**config.mk**
```make
export PLATFORM = sky130hd
export DESIGN_NAME = linear_adsr_envelope_gain
export DESIGN_NICKNAME = d
export VERILOG_FILES = /design/src/hdl/aeg_pkg.sv /design/src/hdl/aeg_serial_mul.sv /design/src/hdl/aeg_serial_div.sv /design/src/hdl/linear_adsr_envelope_gain.sv
export SDC_FILE = /design/constraint.sdc
export NUM_CORES = 1
export LEC_CHECK = 0
export BUFFER_PORTS_ARGS = -buffer_cell sky130_fd_sc_hd__buf_2
export CORE_MARGIN = 2
export CORE_UTILIZATION = 45
export CTS_CLUSTER_DIAMETER = 50
export DETAILED_ROUTE_END_ITERATION = 7
export PLACE_DENSITY = 0.71
export SETUP_SLACK_MARGIN = 0.1
export SLEW_MARGIN = 40
export SYNTH_ARGS = -nofsm -noshare
export SYNTH_HDL_FRONTEND = slang
export SYNTH_SLANG_ARGS = --single-unit
export TNS_END_PERCENT = 1
```
**constraint.sdc**
```tcl
create_clock -name i_clk -period 5 [get_ports i_clk]
set_input_delay 1 -clock i_clk [delete_from_list [all_inputs] [get_ports i_clk]]
set_output_delay 1 -clock i_clk [all_outputs]
set_load 0.005 [all_outputs]
```
**src/hdl/aeg_pkg.sv**
```systemverilog
// ----------------------------------------------------------------------------
// aeg_pkg: shared types and constants for the ADSR envelope gain stage
// Transaction payloads, gain format and configuration register indexes.
// ----------------------------------------------------------------------------
package aeg_pkg;

    // Sample and gain formats (gain is unsigned Q1.14)
    localparam int SAMPLE_BITS = 16;
    localparam int GAIN_BITS   = 15;
    localparam int GAIN_SHIFT  = 14;

    localparam logic [GAIN_BITS-1:0] UNITY_GAIN = 15'd16384;

    // Configuration register indexes
    localparam int CFG_INDEX_BITS = 3;

    localparam logic [CFG_INDEX_BITS-1:0] CFG_ATTACK    = 3'd0;
    localparam logic [CFG_INDEX_BITS-1:0] CFG_DECAY_END = 3'd1;
    localparam logic [CFG_INDEX_BITS-1:0] CFG_SUSTAIN   = 3'd2;
    localparam logic [CFG_INDEX_BITS-1:0] CFG_RELEASE   = 3'd3;
    localparam logic [CFG_INDEX_BITS-1:0] CFG_DURATION  = 3'd4;

    // Reset values
    localparam logic [GAIN_BITS-1:0] SUSTAIN_RESET  = UNITY_GAIN;
    localparam int                   DURATION_RESET = 44100;

    // Input transaction
    typedef struct packed {
        logic                          start_req;
        logic signed [SAMPLE_BITS-1:0] sample_in;
    } t_env_in;

    // Output transaction
    typedef struct packed {
        logic signed [SAMPLE_BITS-1:0] sample_out;
        logic                          last;
    } t_env_out;

endpackage

```
**src/hdl/aeg_serial_mul.sv**
```systemverilog
// ----------------------------------------------------------------------------
// aeg_serial_mul: shift-add multiplier, one multiplier bit per cycle
// A (signed or unsigned) times unsigned B.
// ----------------------------------------------------------------------------
module aeg_serial_mul #(
    parameter int A_BITS = 24,
    parameter int B_BITS = 15
) (
    input  logic                       i_clk,
    input  logic                       i_rst_n,
    input  logic                       i_start,
    input  logic                       i_signed,
    input  logic [A_BITS-1:0]          i_a,
    input  logic [B_BITS-1:0]          i_b,
    output logic                       o_done,
    output logic [A_BITS+B_BITS-1:0]   o_prod
);

    localparam int P_BITS   = A_BITS + B_BITS;
    localparam int CNT_BITS = $clog2(B_BITS + 1);

    logic                r_busy;
    logic                r_done;
    logic [CNT_BITS-1:0] r_cnt;
    logic                r_signed;
    logic [A_BITS-1:0]   r_a;
    logic [P_BITS-1:0]   r_prod;

    logic              n_ext_p;
    logic              n_ext_a;
    logic [A_BITS:0]   n_add;
    logic [A_BITS:0]   n_upper;
    logic [P_BITS-1:0] n_prod;

    // Upper half accumulates, low half shifts out the multiplier bits
    always_comb begin
        n_ext_p = r_signed & r_prod[P_BITS-1];
        n_ext_a = r_signed & r_a[A_BITS-1];
        n_add   = {n_ext_a, r_a} & {(A_BITS+1){r_prod[0]}};
        n_upper = {n_ext_p, r_prod[P_BITS-1:B_BITS]} + n_add;
        n_prod  = {n_upper, r_prod[B_BITS-1:1]};
    end

    always_ff @(posedge i_clk) begin
        if (!i_rst_n) begin
            r_busy <= 1'b0;
            r_done <= 1'b0;
            r_cnt  <= '0;
        end else begin
            r_done <= 1'b0;
            if (i_start) begin
                r_busy <= 1'b1;
                r_cnt  <= CNT_BITS'(B_BITS);
            end else if (r_busy) begin
                r_cnt <= r_cnt - 1'b1;
                if (r_cnt == CNT_BITS'(1)) begin
                    r_busy <= 1'b0;
                    r_done <= 1'b1;
                end
            end
        end
    end

    always_ff @(posedge i_clk) begin
        if (i_start) begin
            r_a      <= i_a;
            r_signed <= i_signed;
            r_prod   <= P_BITS'(i_b);
        end else if (r_busy) begin
            r_prod <= n_prod;
        end
    end

    assign o_done = r_done;
    assign o_prod = r_prod;

endmodule

```
**src/hdl/aeg_serial_div.sv**
```systemverilog
// ----------------------------------------------------------------------------
// aeg_serial_div: restoring divider, one quotient bit per cycle
// Caller guarantees num < den * 2**QUO_BITS and den != 0.
// ----------------------------------------------------------------------------
module aeg_serial_div #(
    parameter int NUM_BITS = 39,
    parameter int DEN_BITS = 24,
    parameter int QUO_BITS = 15
) (
    input  logic                i_clk,
    input  logic                i_rst_n,
    input  logic                i_start,
    input  logic [NUM_BITS-1:0] i_num,
    input  logic [DEN_BITS-1:0] i_den,
    output logic                o_done,
    output logic [QUO_BITS-1:0] o_quo
);

    localparam int CNT_BITS = $clog2(QUO_BITS + 1);

    logic                r_busy;
    logic                r_done;
    logic [CNT_BITS-1:0] r_cnt;
    logic [DEN_BITS-1:0] r_den;
    logic [DEN_BITS-1:0] r_rem;
    logic [QUO_BITS-1:0] r_lo;

    logic [DEN_BITS:0]   n_shift;
    logic [DEN_BITS:0]   n_trial;
    logic                n_qbit;
    logic [DEN_BITS-1:0] n_rem;
    logic [QUO_BITS-1:0] n_lo;

    // Trial subtract; the low register trades numerator bits for quotient bits
    always_comb begin
        n_shift = {r_rem, r_lo[QUO_BITS-1]};
        n_trial = n_shift - {1'b0, r_den};
        n_qbit  = ~n_trial[DEN_BITS];
        n_rem   = n_qbit ? n_trial[DEN_BITS-1:0] : n_shift[DEN_BITS-1:0];
        n_lo    = {r_lo[QUO_BITS-2:0], n_qbit};
    end

    always_ff @(posedge i_clk) begin
        if (!i_rst_n) begin
            r_busy <= 1'b0;
            r_done <= 1'b0;
            r_cnt  <= '0;
        end else begin
            r_done <= 1'b0;
            if (i_start) begin
                r_busy <= 1'b1;
                r_cnt  <= CNT_BITS'(QUO_BITS);
            end else if (r_busy) begin
                r_cnt <= r_cnt - 1'b1;
                if (r_cnt == CNT_BITS'(1)) begin
                    r_busy <= 1'b0;
                    r_done <= 1'b1;
                end
            end
        end
    end

    always_ff @(posedge i_clk) begin
        if (i_start) begin
            r_den <= i_den;
            r_rem <= i_num[DEN_BITS+QUO_BITS-1:QUO_BITS];
            r_lo  <= i_num[QUO_BITS-1:0];
        end else if (r_busy) begin
            r_rem <= n_rem;
            r_lo  <= n_lo;
        end
    end

    assign o_done = r_done;
    assign o_quo  = r_lo;

endmodule

```
**src/hdl/linear_adsr_envelope_gain.sv**
```systemverilog
// ----------------------------------------------------------------------------
// linear_adsr_envelope_gain: linear ADSR envelope applied to a sample stream
// Per-note sample counter selects a Q1.14 gain; sample times gain, floored
// and saturated.
// ----------------------------------------------------------------------------
//
// Channel  Direction  Handshake               Payload
// -------  ---------  ----------------------  -------------------------------
// in       sink       i_in_valid/o_in_stall   t_env_in  {start_req, sample_in}
// out      source     o_out_valid/i_out_stall t_env_out {sample_out, last}
// cfg      sink       i_cfg_valid/o_cfg_ready i_cfg_index, i_cfg_data
//
// Flow: one input transaction at a time. Sustain and the past-end tail
//   need only the sample * gain product, attack adds a division, decay
//   and release a ramp product and a division. The 15-step shift-add
//   multiplier and 15-step restoring divider give one gain bit per cycle.
// Reset: synchronous, active low; registers take their listed defaults and
//   the sample counter clears.
// Stalls: a finished result waits in the output register; the next input
//   transaction is taken meanwhile and its result waits in the sequencer.
// ----------------------------------------------------------------------------
module linear_adsr_envelope_gain #(
    parameter int TIME_BITS = 24
) (
    input  logic                       i_clk,
    input  logic                       i_rst_n,

    input  logic                       i_in_valid,
    output logic                       o_in_stall,
    input  aeg_pkg::t_env_in           i_in_data,

    output logic                       o_out_valid,
    input  logic                       i_out_stall,
    output aeg_pkg::t_env_out          o_out_data,

    input  logic                       i_cfg_valid,
    output logic                       o_cfg_ready,
    input  logic [aeg_pkg::CFG_INDEX_BITS-1:0] i_cfg_index,
    input  logic [((TIME_BITS > aeg_pkg::GAIN_BITS) ? TIME_BITS
                                                   : aeg_pkg::GAIN_BITS)-1:0] i_cfg_data
);

    import aeg_pkg::*;

    // Duration holds at least 16 bits so its default always fits
    localparam int DUR_BITS   = (TIME_BITS > 16) ? TIME_BITS : 16;
    localparam int CMP_BITS   = DUR_BITS + 1;
    localparam int MUL_A_BITS = DUR_BITS;
    localparam int PROD_BITS  = MUL_A_BITS + GAIN_BITS;
    localparam int Y_BITS     = PROD_BITS - GAIN_SHIFT;

    localparam logic signed [Y_BITS-1:0] Y_HI = Y_BITS'((2**(SAMPLE_BITS-1)) - 1);
    localparam logic signed [Y_BITS-1:0] Y_LO = Y_BITS'(-(2**(SAMPLE_BITS-1)));

    // Sequencer states
    localparam int STATE_BITS = 3;
    localparam logic [STATE_BITS-1:0] S_IDLE  = 3'd0;
    localparam logic [STATE_BITS-1:0] S_PHASE = 3'd1;  // classify t
    localparam logic [STATE_BITS-1:0] S_SETUP = 3'd2;  // launch first unit or load a direct gain
    localparam logic [STATE_BITS-1:0] S_MUL1  = 3'd3;  // ramp numerator product
    localparam logic [STATE_BITS-1:0] S_DIV   = 3'd4;  // ramp division
    localparam logic [STATE_BITS-1:0] S_GAIN  = 3'd5;  // launch sample * gain
    localparam logic [STATE_BITS-1:0] S_MULF  = 3'd6;
    localparam logic [STATE_BITS-1:0] S_OUT   = 3'd7;  // saturate, hand over

    // Envelope phases
    localparam logic [2:0] PH_ATTACK  = 3'd0;
    localparam logic [2:0] PH_DECAY   = 3'd1;
    localparam logic [2:0] PH_RELEASE = 3'd2;
    localparam logic [2:0] PH_ZERO    = 3'd3;  // release past the note end
    localparam logic [2:0] PH_SUSTAIN = 3'd4;

    // Configuration registers
    logic [TIME_BITS-1:0] r_attack;
    logic [TIME_BITS-1:0] r_decay_end;
    logic [GAIN_BITS-1:0] r_sustain;
    logic [TIME_BITS-1:0] r_release;
    logic [DUR_BITS-1:0]  r_duration;

    // Control
    logic [STATE_BITS-1:0] r_state;
    logic [STATE_BITS-1:0] n_state;
    logic [TIME_BITS-1:0]  r_sample_counter;
    logic                  r_out_valid;

    // Per-transaction payload
    logic [TIME_BITS-1:0]          r_t;
    logic signed [SAMPLE_BITS-1:0] r_x;
    logic [2:0]                    r_phase;
    logic [2:0]                    n_phase;
    logic [GAIN_BITS-1:0]          r_gain;
    logic [GAIN_BITS-1:0]          n_gain;
    t_env_out                      r_out_data;

    logic                 in_accept;
    logic                 out_free;
    logic [TIME_BITS-1:0] n_t;

    // Datapath helpers
    logic [TIME_BITS-1:0]            w_t_minus_a;
    logic [TIME_BITS-1:0]            w_dk_minus_a;
    logic [DUR_BITS-1:0]             w_d_minus_t;
    logic [TIME_BITS:0]              w_t_plus_r;
    logic [TIME_BITS+GAIN_SHIFT-1:0] w_t_scaled;
    logic                            w_sus_below;
    logic [GAIN_BITS-1:0]            w_decay_span;
    logic [GAIN_BITS-1:0]            w_sus_eff;
    logic signed [Y_BITS-1:0]        w_y;
    logic [SAMPLE_BITS-1:0]          w_sample;
    logic                            w_last;

    // Unit hookup
    logic                  mul_start;
    logic                  mul_signed;
    logic [MUL_A_BITS-1:0] mul_a;
    logic [GAIN_BITS-1:0]  mul_b;
    logic                  mul_done;
    logic [PROD_BITS-1:0]  mul_prod;

    logic                  div_start;
    logic [PROD_BITS-1:0]  div_num;
    logic [TIME_BITS-1:0]  div_den;
    logic                  div_done;
    logic [GAIN_BITS-1:0]  div_quo;

    assign o_cfg_ready = 1'b1;
    assign o_in_stall  = (r_state != S_IDLE);
    assign in_accept   = i_in_valid && !o_in_stall;
    assign out_free    = !r_out_valid || !i_out_stall;

    // ------------------------------------------------------------------
    // Configuration writes
    // ------------------------------------------------------------------
    always_ff @(posedge i_clk) begin
        if (!i_rst_n) begin
            r_attack    <= '0;
            r_decay_end <= '0;
            r_sustain   <= SUSTAIN_RESET;
            r_release   <= '0;
            r_duration  <= DUR_BITS'(DURATION_RESET);
        end else if (i_cfg_valid && o_cfg_ready) begin
            unique case (i_cfg_index)
                CFG_ATTACK:    r_attack    <= i_cfg_data[TIME_BITS-1:0];
                CFG_DECAY_END: r_decay_end <= i_cfg_data[TIME_BITS-1:0];
                CFG_SUSTAIN:   r_sustain   <= i_cfg_data[GAIN_BITS-1:0];
                CFG_RELEASE:   r_release   <= i_cfg_data[TIME_BITS-1:0];
                CFG_DURATION:  r_duration  <= DUR_BITS'(i_cfg_data[TIME_BITS-1:0]);
                default: ;  // unmapped index, ignored
            endcase
        end
    end

    // ------------------------------------------------------------------
    // Envelope arithmetic
    // ------------------------------------------------------------------
    assign n_t          = i_in_data.start_req ? '0 : r_sample_counter;
    assign w_t_minus_a  = r_t - r_attack;
    assign w_dk_minus_a = r_decay_end - r_attack;
    assign w_d_minus_t  = r_duration - DUR_BITS'(r_t);
    assign w_t_plus_r   = {1'b0, r_t} + {1'b0, r_release};
    assign w_t_scaled   = {r_t, {GAIN_SHIFT{1'b0}}};
    assign w_sus_below  = (r_sustain < UNITY_GAIN);
    // decay runs toward sustain from either side of unity
    assign w_decay_span = w_sus_below ? (UNITY_GAIN - r_sustain) : (r_sustain - UNITY_GAIN);
    // zero sustain ramps down from unity in release
    assign w_sus_eff    = (r_sustain == '0) ? UNITY_GAIN : r_sustain;

    // First match wins: attack, decay, release, sustain
    always_comb begin
        priority if (r_t < r_attack) begin
            n_phase = PH_ATTACK;
        end else if (r_t < r_decay_end) begin
            n_phase = PH_DECAY;
        end else if ((r_release != '0) &&
                     (CMP_BITS'(w_t_plus_r) > CMP_BITS'(r_duration))) begin
            n_phase = (DUR_BITS'(r_t) >= r_duration) ? PH_ZERO : PH_RELEASE;
        end else begin
            n_phase = PH_SUSTAIN;
        end
    end

    // Multiplier: ramp numerator during decay/release, then sample * gain
    assign mul_start  = ((r_state == S_SETUP) &&
                         ((r_phase == PH_DECAY) || (r_phase == PH_RELEASE))) ||
                        (r_state == S_GAIN);
    assign mul_signed = (r_state == S_GAIN);

    always_comb begin
        priority if (r_state == S_GAIN) begin
            mul_a = MUL_A_BITS'(r_x);
            mul_b = r_gain;
        end else if (r_phase == PH_DECAY) begin
            mul_a = MUL_A_BITS'(w_t_minus_a);
            mul_b = w_decay_span;
        end else begin
            mul_a = w_d_minus_t;
            mul_b = w_sus_eff;
        end
    end

    // Divider: attack takes t << 14 directly, decay/release the product
    assign div_start = ((r_state == S_SETUP) && (r_phase == PH_ATTACK)) ||
                       ((r_state == S_MUL1) && mul_done);
    assign div_num   = (r_state == S_SETUP) ? PROD_BITS'(w_t_scaled) : mul_prod;

    always_comb begin
        priority if (r_phase == PH_ATTACK) begin
            div_den = r_attack;
        end else if (r_phase == PH_DECAY) begin
            div_den = w_dk_minus_a;
        end else begin
            div_den = r_release;
        end
    end

    aeg_serial_mul #(
        .A_BITS (MUL_A_BITS),
        .B_BITS (GAIN_BITS)
    ) u_mul (
        .i_clk    (i_clk),
        .i_rst_n  (i_rst_n),
        .i_start  (mul_start),
        .i_signed (mul_signed),
        .i_a      (mul_a),
        .i_b      (mul_b),
        .o_done   (mul_done),
        .o_prod   (mul_prod)
    );

    aeg_serial_div #(
        .NUM_BITS (PROD_BITS),
        .DEN_BITS (TIME_BITS),
        .QUO_BITS (GAIN_BITS)
    ) u_div (
        .i_clk   (i_clk),
        .i_rst_n (i_rst_n),
        .i_start (div_start),
        .i_num   (div_num),
        .i_den   (div_den),
        .o_done  (div_done),
        .o_quo   (div_quo)
    );

    // Gain register: direct for sustain/zero, from the quotient otherwise
    always_comb begin
        n_gain = r_gain;
        if (r_state == S_SETUP) begin
            if (r_phase == PH_ZERO) begin
                n_gain = '0;
            end else if (r_phase == PH_SUSTAIN) begin
                n_gain = r_sustain;
            end
        end else if ((r_state == S_DIV) && div_done) begin
            if (r_phase == PH_DECAY) begin
                n_gain = w_sus_below ? (UNITY_GAIN - div_quo) : (UNITY_GAIN + div_quo);
            end else begin
                n_gain = div_quo;
            end
        end
    end

    // Arithmetic shift floors; then clamp to the sample range
    assign w_y = mul_prod[PROD_BITS-1:GAIN_SHIFT];

    always_comb begin
        priority if (w_y > Y_HI) begin
            w_sample = Y_HI[SAMPLE_BITS-1:0];
        end else if (w_y < Y_LO) begin
            w_sample = Y_LO[SAMPLE_BITS-1:0];
        end else begin
            w_sample = w_y[SAMPLE_BITS-1:0];
        end
    end

    // Counter already holds the post-sample value here
    assign w_last = (DUR_BITS'(r_sample_counter) >= r_duration);

    // ------------------------------------------------------------------
    // Sequencer
    // ------------------------------------------------------------------
    always_comb begin
        n_state = r_state;
        unique case (r_state)
            S_IDLE:  if (in_accept) n_state = S_PHASE;
            S_PHASE: n_state = S_SETUP;
            S_SETUP: begin
                if (r_phase == PH_ATTACK) begin
                    n_state = S_DIV;
                end else if ((r_phase == PH_DECAY) || (r_phase == PH_RELEASE)) begin
                    n_state = S_MUL1;
                end else begin
                    n_state = S_GAIN;
                end
            end
            S_MUL1:  if (mul_done) n_state = S_DIV;
            S_DIV:   if (div_done) n_state = S_GAIN;
            S_GAIN:  n_state = S_MULF;
            S_MULF:  if (mul_done) n_state = S_OUT;
            S_OUT:   if (out_free) n_state = S_IDLE;
            default: n_state = S_IDLE;
        endcase
    end

    always_ff @(posedge i_clk) begin
        if (!i_rst_n) begin
            r_state          <= S_IDLE;
            r_sample_counter <= '0;
            r_out_valid      <= 1'b0;
        end else begin
            r_state <= n_state;
            if (in_accept) begin
                // saturating count, so last holds after the note ends
                r_sample_counter <= (&n_t) ? n_t : (n_t + 1'b1);
            end
            if ((r_state == S_OUT) && out_free) begin
                r_out_valid <= 1'b1;
            end else if (!i_out_stall) begin
                r_out_valid <= 1'b0;
            end
        end
    end

    always_ff @(posedge i_clk) begin
        if (in_accept) begin
            r_t <= n_t;
            r_x <= i_in_data.sample_in;
        end
        if (r_state == S_PHASE) begin
            r_phase <= n_phase;
        end
        r_gain <= n_gain;
        if ((r_state == S_OUT) && out_free) begin
            r_out_data.sample_out <= w_sample;
            r_out_data.last       <= w_last;
        end
    end

    assign o_out_valid = r_out_valid;
    assign o_out_data  = r_out_data;

`ifndef SYNTHESIS
    // A new result only ever comes out of the hand-over state
    a_out_source: assert property (@(posedge i_clk) disable iff (!i_rst_n)
        $rose(o_out_valid) |-> ($past(r_state) == S_OUT))
        else $error("output valid rose outside hand-over");

    // Attack ramp stays strictly below unity
    a_attack_gain: assert property (@(posedge i_clk) disable iff (!i_rst_n)
        ((r_state == S_GAIN) && (r_phase == PH_ATTACK)) |-> (r_gain < UNITY_GAIN))
        else $error("attack gain reached unity");

    // The divider is never launched with a zero divisor
    a_div_den: assert property (@(posedge i_clk) disable iff (!i_rst_n)
        div_start |-> (div_den != '0))
        else $error("divider started with zero divisor");
`endif

endmodule

```
==> reports/qor.csv, run 1 <==
metric,value,unit
status,completed,
"buffers from clock root to sink, at most",3,
Die H,237,um
Comb power frac,38.6,%
vias per cell,5.89,
Post-Route Utilization,50.5,%
routability cong.,0.971,
final setup TNS,0,ps
drt wl/cell,20.8,um
CP Capture Point,r_phase[0]$_SDFFCE_PP0P_,
clk slew on worst S/H paths,60,ps
Final Max Slew Viols,0,
metal2 WL,33.2,mm
"Top FF cell, synth",edfxtp_1,
top area cells in the synthesized netlist,"edfxtp_1 22%, dfxtp_1 14%, ha_1 11%",
fin area,27100,um^2
Setup Crit Path Kind,flip-flop to flip-flop,
reg2reg start,r_t[8]$_DFFE_PP_,
Final min period,4650,ps
grt total ovfl,0,
Async SR Flop Fraction,0,%
worst rel slew slack,45.8,%
Initial Utilization,45.4,%
Clk network pwr share,27.3,%
Mapped Area,24400,um^2
"Distinct cells, synth",86,
CP cell instances,ha_1 > a21o_1 > a21oi_1 > o211ai_1 > a31oi_2 > o21ba_2 > o21ai_1 > a221o_1 > xnor2_1 > ha_1 > nand4_1 > nor3_2 > nand3_1 > a221oi_1 > nor4_1 > o211ai_1 > a221oi_2 > a21oi_2 > o221ai_1 > a21boi_0,
Met1 Wirelength,33.8,mm
Syn Nets,3118,
Worst EP arrival,5070,ps
CTS H-tree depth,2,
Ant. Diodes,0,
Worst-Margin Slew,813,ps
Largest register FFs,39,
Worst setup SP type,flip-flop,
CTS buffer count,47,
fmax,215,MHz
Worst Slack Setup Final,350,ps
dpl cell area,25400,um^2
1st-iter DRT viols,2199,
Buffers on Ports,67,
Tcrit/Tclk final,93.0,%
wire length on met3,5.71,mm
first-pass GRT wire length,116,mm
final hold vios,0,
hold crit path type,flip-flop to flip-flop,
nets,3157,
# DRC,0,
Synth top cells by count,"460 x nand2_1, 221 x ha_1, 185 x a21oi_1",
Antenna Nets Post-Route,0,
dpl cells,3519,
row count,85,
Min Hold Slack,465,ps
core area,53700,um^2
area grow syn2layout,11.1,%
largest net degree at the start of global routing,103,
"Largest stage delay, worst path",480,ps
syn avg cell area,8.59,um^2
Vias,21300,
Top Layer Used,met4,
number of synthesized flops with an enable pin,178,
Max Clock Skew,32.6,ps
TritonCTS clock tree,built,
CP max-delay cell,edfxtp_1,
RSZ-0062 raised after global routing,false,
Ports,69,
Reg2Reg Depth,20,
antenna violations before repair,1,
vias in the first global route,20300,
Yosys Warn Count,0,
"count leader, synth",nand2_1,
critical path endpoint category,flip-flop,
flop2flop setup slack,350,ps
Post-DP HPWL,56.8,mm
sequential power share,34.1,%
final setup violation count,0,
max-cap violation count,0,
cts hold-fix bufs,0,
cell taking the most area after synthesis,edfxtp_1,
Internal,7.40,mW
Sw Ratio,38.8,%
Total Routing Usage GR,26.2,%
Die Wd,237,um
worst path required time,5420,ps
Post-Route WL,75.1,mm
beginning of the critical path,r_t[8]$_DFFE_PP_,
fin cells,3616,
post-synthesis sequential area ratio,36.3,%
crit path max fanout,5,
Skew-Pair Late Insertion Delay,610,ps
Max VDD drop,0.304,mV
Synth top area share,21.9,%
Post-Synthesis Cells,2842,
die footprint,56100,um^2
P_sw,4.68,mW
Place WS,113,ps
Clock Tree Root,clkbuf_16,
clock sinks,353,
fraction of layout cells with a size suffix above 1,8.15,%
Seq cells post-synth,353,
Leakage Power,10.9,nW
PwrDens,446,nW/um^2
Crit Reg-Reg Endpoint,r_phase[0]$_SDFFCE_PP0P_,
1st-pass router iterations,6,
Power Total,12.1,mW
final cells by class:
type,instances,area [um^2]
Clock buffer,60,1280
Clock inverter,28,249
Tap cell,696,871
Fill cell,5031,26600
Sequential cell,353,8850
Timing Repair Buffer,104,623
Inverter,180,677
Multi-Input combinational cell,2195,14600
layer usage:
layer	track usage (%)	vias up
met5	0	-
met4	8.17	0
met3	3.82	144
li1	-	10200
met1	37.0	10100
met2	41.4	825
worst max-delay path, delay by kind of cell (launching register included):
kind / cells / cell delay, ps
DFF: 1 / 480
xor gates and xnor gates: 1 / 160
AOI/OAI and AO/OA: 13 / 2510
and+or+nand+nor: 4 / 630
adders and majority gates: 2 / 700
repair_timing:
action,CTS,global route
gates resized for setup,1,17
buffers inserted,0,8
pin swaps,0,1
endpoints found under the setup margin,1,3
logic make-up (layout without fill, tap and decap cells):
logic type | Yosys count | count (layout) | synth area share (%)
AOI/OAI and AO/OA | 779 | 779 | 20.9
xor gates and xnor gates | 158 | 158 | 5.67
adders and majority gates | 227 | 227 | 11.8
buffers and inverters | 294 | 372 | 4.67
DFF | 353 | 353 | 36.3
muxes | 49 | 49 | 2.01
other | 1 | 1 | 0.0154
and+or+nand+nor | 981 | 981 | 18.6
cell usage in the layout (no fill, tap or decap), drive strengths merged, types with 8 or more instances in the layout:
| cell type | n |
|---|---|
| edfxtp | 178 |
| nand3 | 43 |
| o31ai | 19 |
| xnor2 | 96 |
| nor4 | 18 |
| or3 | 12 |
| inv | 187 |
| xor2 | 62 |
| nand2b | 30 |
| o211ai | 18 |
| o21bai | 16 |
| clkbuf | 60 |
| nor3 | 43 |
| buf | 104 |
| a21o | 88 |
| nand4 | 28 |
| nand3b | 10 |
| o21ai | 161 |
| a31oi | 43 |
| and3 | 33 |
| o21a | 24 |
| nand2 | 460 |
| a21boi | 122 |
| clkinv | 19 |
| dfxtp | 175 |
| nor2b | 48 |
| a21oi | 189 |
| and2 | 50 |
| a22o | 11 |
| ha | 221 |
| and4 | 8 |
| mux2i | 48 |
| nor2 | 168 |
| a211oi | 20 |
power groups by stage:
| stage | clock network, mW | logic (mW) | registers (mW) |
|---|---|---|---|
| after floorplan | 0 | 3.37 | 3.96 |
| after global placement | 0 | 4.39 | 4.15 |
| after detailed placement | 0 | 4.49 | 4.18 |
| after CTS | 3.34 | 4.53 | 4.13 |
| after global routing | 3.46 | 5.12 | 4.17 |
| final | 3.29 | 4.67 | 4.12 |
how the worst min path moves through the flow:
stage	from	to	depth (start not counted)
6_report	r_attack[12]$_SDFFE_PN0P_	r_attack[12]$_SDFFE_PN0P_	2
5_1_grt	r_attack[12]$_SDFFE_PN0P_	r_attack[12]$_SDFFE_PN0P_	2
4_1_cts	r_attack[12]$_SDFFE_PN0P_	r_attack[12]$_SDFFE_PN0P_	2
3_5_place_dp	r_attack[12]$_SDFFE_PN0P_	r_attack[12]$_SDFFE_PN0P_	2
3_3_place_gp	r_decay_end[23]$_SDFFE_PN0P_	r_decay_end[23]$_SDFFE_PN0P_	2
2_1_floorplan	r_attack[10]$_SDFFE_PN0P_	r_attack[10]$_SDFFE_PN0P_	2
No activity file was read; power rests on OpenSTA's default activity.
==> run 2, diff against run 1 <==
--- a/config.mk
+++ b/config.mk
@@ -6,7 +6,6 @@
 export NUM_CORES = 1
 export LEC_CHECK = 0
 export BUFFER_PORTS_ARGS = -buffer_cell sky130_fd_sc_hd__buf_2
-export CORE_MARGIN = 2
 export CORE_UTILIZATION = 45
 export CTS_CLUSTER_DIAMETER = 50
 export DETAILED_ROUTE_END_ITERATION = 7
@@ -15,5 +14,6 @@
 export SLEW_MARGIN = 40
 export SYNTH_ARGS = -nofsm -noshare
 export SYNTH_HDL_FRONTEND = slang
+export SYNTH_HIERARCHICAL = 1
 export SYNTH_SLANG_ARGS = --single-unit
 export TNS_END_PERCENT = 1
==> run 2 against run 1 <==
Effect of this change:
- first-iteration DRC count down 12%
- clock power up 11%
- sequential share of layout area down 0.48 points
- die area down 0.19%
- hold slack better by 3.2 ps
- synthesized cell count up 1.2%
- critical endpoint unchanged
- largest power group unchanged
==> reports/qor.csv, run 2 <==
metric,value,unit
Total Routing Usage GR,26.1,%
Max Clock Skew,30.4,ps
row count,85,
vias in the first global route,20300,
CTS buffer count,51,
vias per cell,5.84,
Syn Nets,3151,
Leakage Power,10.9,nW
Skew-Pair Late Insertion Delay,600,ps
Mapped Area,24800,um^2
hold path depth,2,
syn avg cell area,8.62,um^2
antenna violations before repair,0,
Hold Path End,r_attack[12]$_SDFFE_PN0P_,
fin cells,3644,
Worst setup SP type,flip-flop,
fraction of layout cells with a size suffix above 1,9.57,%
final setup violation count,0,
top area cells in the synthesized netlist,"edfxtp_1 22%, dfxtp_1 14%, ha_1 11%",
number of synthesized flops with an enable pin,178,
die footprint,56000,um^2
Worst-Margin Slew,854,ps
Max VDD drop,0.297,mV
Tcrit/Tclk final,89.1,%
Worst EP arrival,4760,ps
Final min period,4450,ps
Crit Reg-Reg Endpoint,r_phase[0]$_SDFFCE_PP0P_,
Yosys Warn Count,6,
Final Max Slew Viols,0,
TritonCTS clock tree,built,
Synth top area share,21.6,%
CTS H-tree depth,2,
core area,54100,um^2
dpl cells,3549,
Ports,69,
worst hold path startpoint,r_attack[12]$_SDFFE_PN0P_,
final setup TNS,0,ps
drt wl/cell,20.5,um
Setup Crit Path Kind,flip-flop to flip-flop,
Post-Route WL,74.6,mm
grt total ovfl,0,
"buffers from clock root to sink, at most",3,
Clock Tree Root,clkbuf_16,
Post-Route Utilization,50.8,%
RSZ-0062 raised after global routing,false,
most frequent cells in the layout,"464 x nand2_1, 221 x ha_1, 183 x a21oi_1",
clk slew on worst S/H paths,60,ps
crit path max fanout,6,
Ant. Diodes,0,
cts hold-fix bufs,0,
1st-pass router iterations,6,
Place WS,182,ps
Synth top cells by count,"465 x nand2_1, 221 x ha_1, 186 x a21oi_1",
status,completed,
max-cap violation count,0,
hold crit path type,flip-flop to flip-flop,
clock sinks,353,
FILL cells,4970,
Worst Slack Setup Final,546,ps
worst path required time,5300,ps
Reg2Reg Depth,20,
fmax,225,MHz
first-pass GRT wire length,114,mm
Seq cells post-synth,353,
flop2flop setup slack,550,ps
Post-DP HPWL,56.2,mm
1st-iter DRT viols,1928,
"most common cell after layout, fill and taps aside",nand2_1,
PwrDens,441,nW/um^2
"Distinct cells, synth",101,
"Top FF cell, synth",edfxtp_1,
Vias,21300,
Async SR Flop Fraction,0,%
Initial Utilization,45.8,%
Largest register FFs,39,
Die H,237,um
cell taking the most area after synthesis,edfxtp_1,
# DRC,0,
critical path endpoint category,flip-flop,
Buffers on Ports,67,
post-synthesis sequential area ratio,35.7,%
area grow syn2layout,11.0,%
Die Wd,237,um
"count leader, synth",nand2_1,
nets,3183,
routability cong.,0.970,
Antenna Nets Post-Route,0,
Post-Synthesis Cells,2875,
largest net degree at the start of global routing,102,
final hold vios,0,
worst rel slew slack,43.0,%
reg2reg start,r_t[6]$_DFFE_PP_,
==> run 2: cell families (layout without fill, tap and decap cells) <==
logic type	after synthesis	after routing	share of synthesized area, %
compound gates	790	790	20.5
mux	65	65	2.78
xor+xnor	159	159	5.62
buf+inv	290	363	4.74
fa+ha+maj	227	227	11.6
flops	353	353	35.7
other cells	1	1	0.0151
simple gates	990	990	19.0
==> run 2: worst max path at each step <==
stage | from | endpoint | slack [ps] | cells past startpoint
final | r_t[6]$_DFFE_PP_ | r_phase[0]$_SDFFCE_PP0P_ | 550 | 20
after global routing | r_t[0]$_DFFE_PP_ | r_phase[0]$_SDFFCE_PP0P_ | 200 | 22
after CTS | r_t[1]$_DFFE_PP_ | r_phase[0]$_SDFFCE_PP0P_ | 150 | 21
after detailed placement | r_t[1]$_DFFE_PP_ | r_phase[0]$_SDFFCE_PP0P_ | 180 | 21
after floorplan | r_state[2]$_SDFFE_PN0P_ | u_mul/o_prod[10]$_DFFE_PP_ | 480 | 10
after global placement | r_t[1]$_DFFE_PP_ | r_phase[0]$_SDFFCE_PP0P_ | 380 | 21
==> run 2: area by class of cell <==
class	count	area [um^2]	share of cell area, %
timing repair buffer	95	552	2.01
multi-input combinational	2232	14900	54.0
clock buffer	72	1500	5.46
inverter	174	654	2.38
tap	696	871	3.17
sequential	353	8850	32.2
clock inverter	22	224	0.814
==> run 2: repair_timing <==
| item | in CTS | in global routing |
|---|---|---|
| setup endpoints to repair | 0 | 3 |
| buffers inserted | 0 | 1 |
| resized for setup | 0 | 8 |
==> run 2: metrics by stage <==
step                      power (mW)  area [um^2]  hold slack, ps
after floorplan                 7.18        24800             443
after global placement          8.34        25700             452
after detailed placement        8.45        25700             461
after CTS                       12.1        27500             468
after global routing            12.8        27500             481
final                           12.1        27500             468
==> run 2: routing by layer <==
metal  vias up  track usage, %  part of all wire (%)  wire length, um
met5         -               0                     0                0
met4         0            9.70                   3.6             2700
met1     10100            36.4                    45            33600
li1      10300               -                     -                -
met2       795            40.7                    44            32700
met3       148            3.91                   7.5             5590
==> run 2: critical path: stages, from the launching register on <==
cell	delay, ps
edfxtp_1	470
ha_1	400
a211oi_1	280
o211ai_1	140
a21oi_1	280
a21oi_1	160
o21ai_1	220
o22ai_1	160
o31a_1	260
o21a_1	160
nor2_1	100
xnor2_1	80
ha_1	290
nand3_1	90
nor2_1	180
nand2_1	90
nor4_2	160
o21ai_0	160
o22ai_2	250
o21bai_1	140
a21boi_0	90
==> run 2: power breakdown <==
group | internal (mW) | leakage (nW) | total, mW | switching (mW)
Clock | 2.22 | 0.842 | 3.64 | 1.42
Combinational | 1.73 | 6.97 | 4.47 | 2.74
Sequential | 3.62 | 3.06 | 4.03 | 0.406
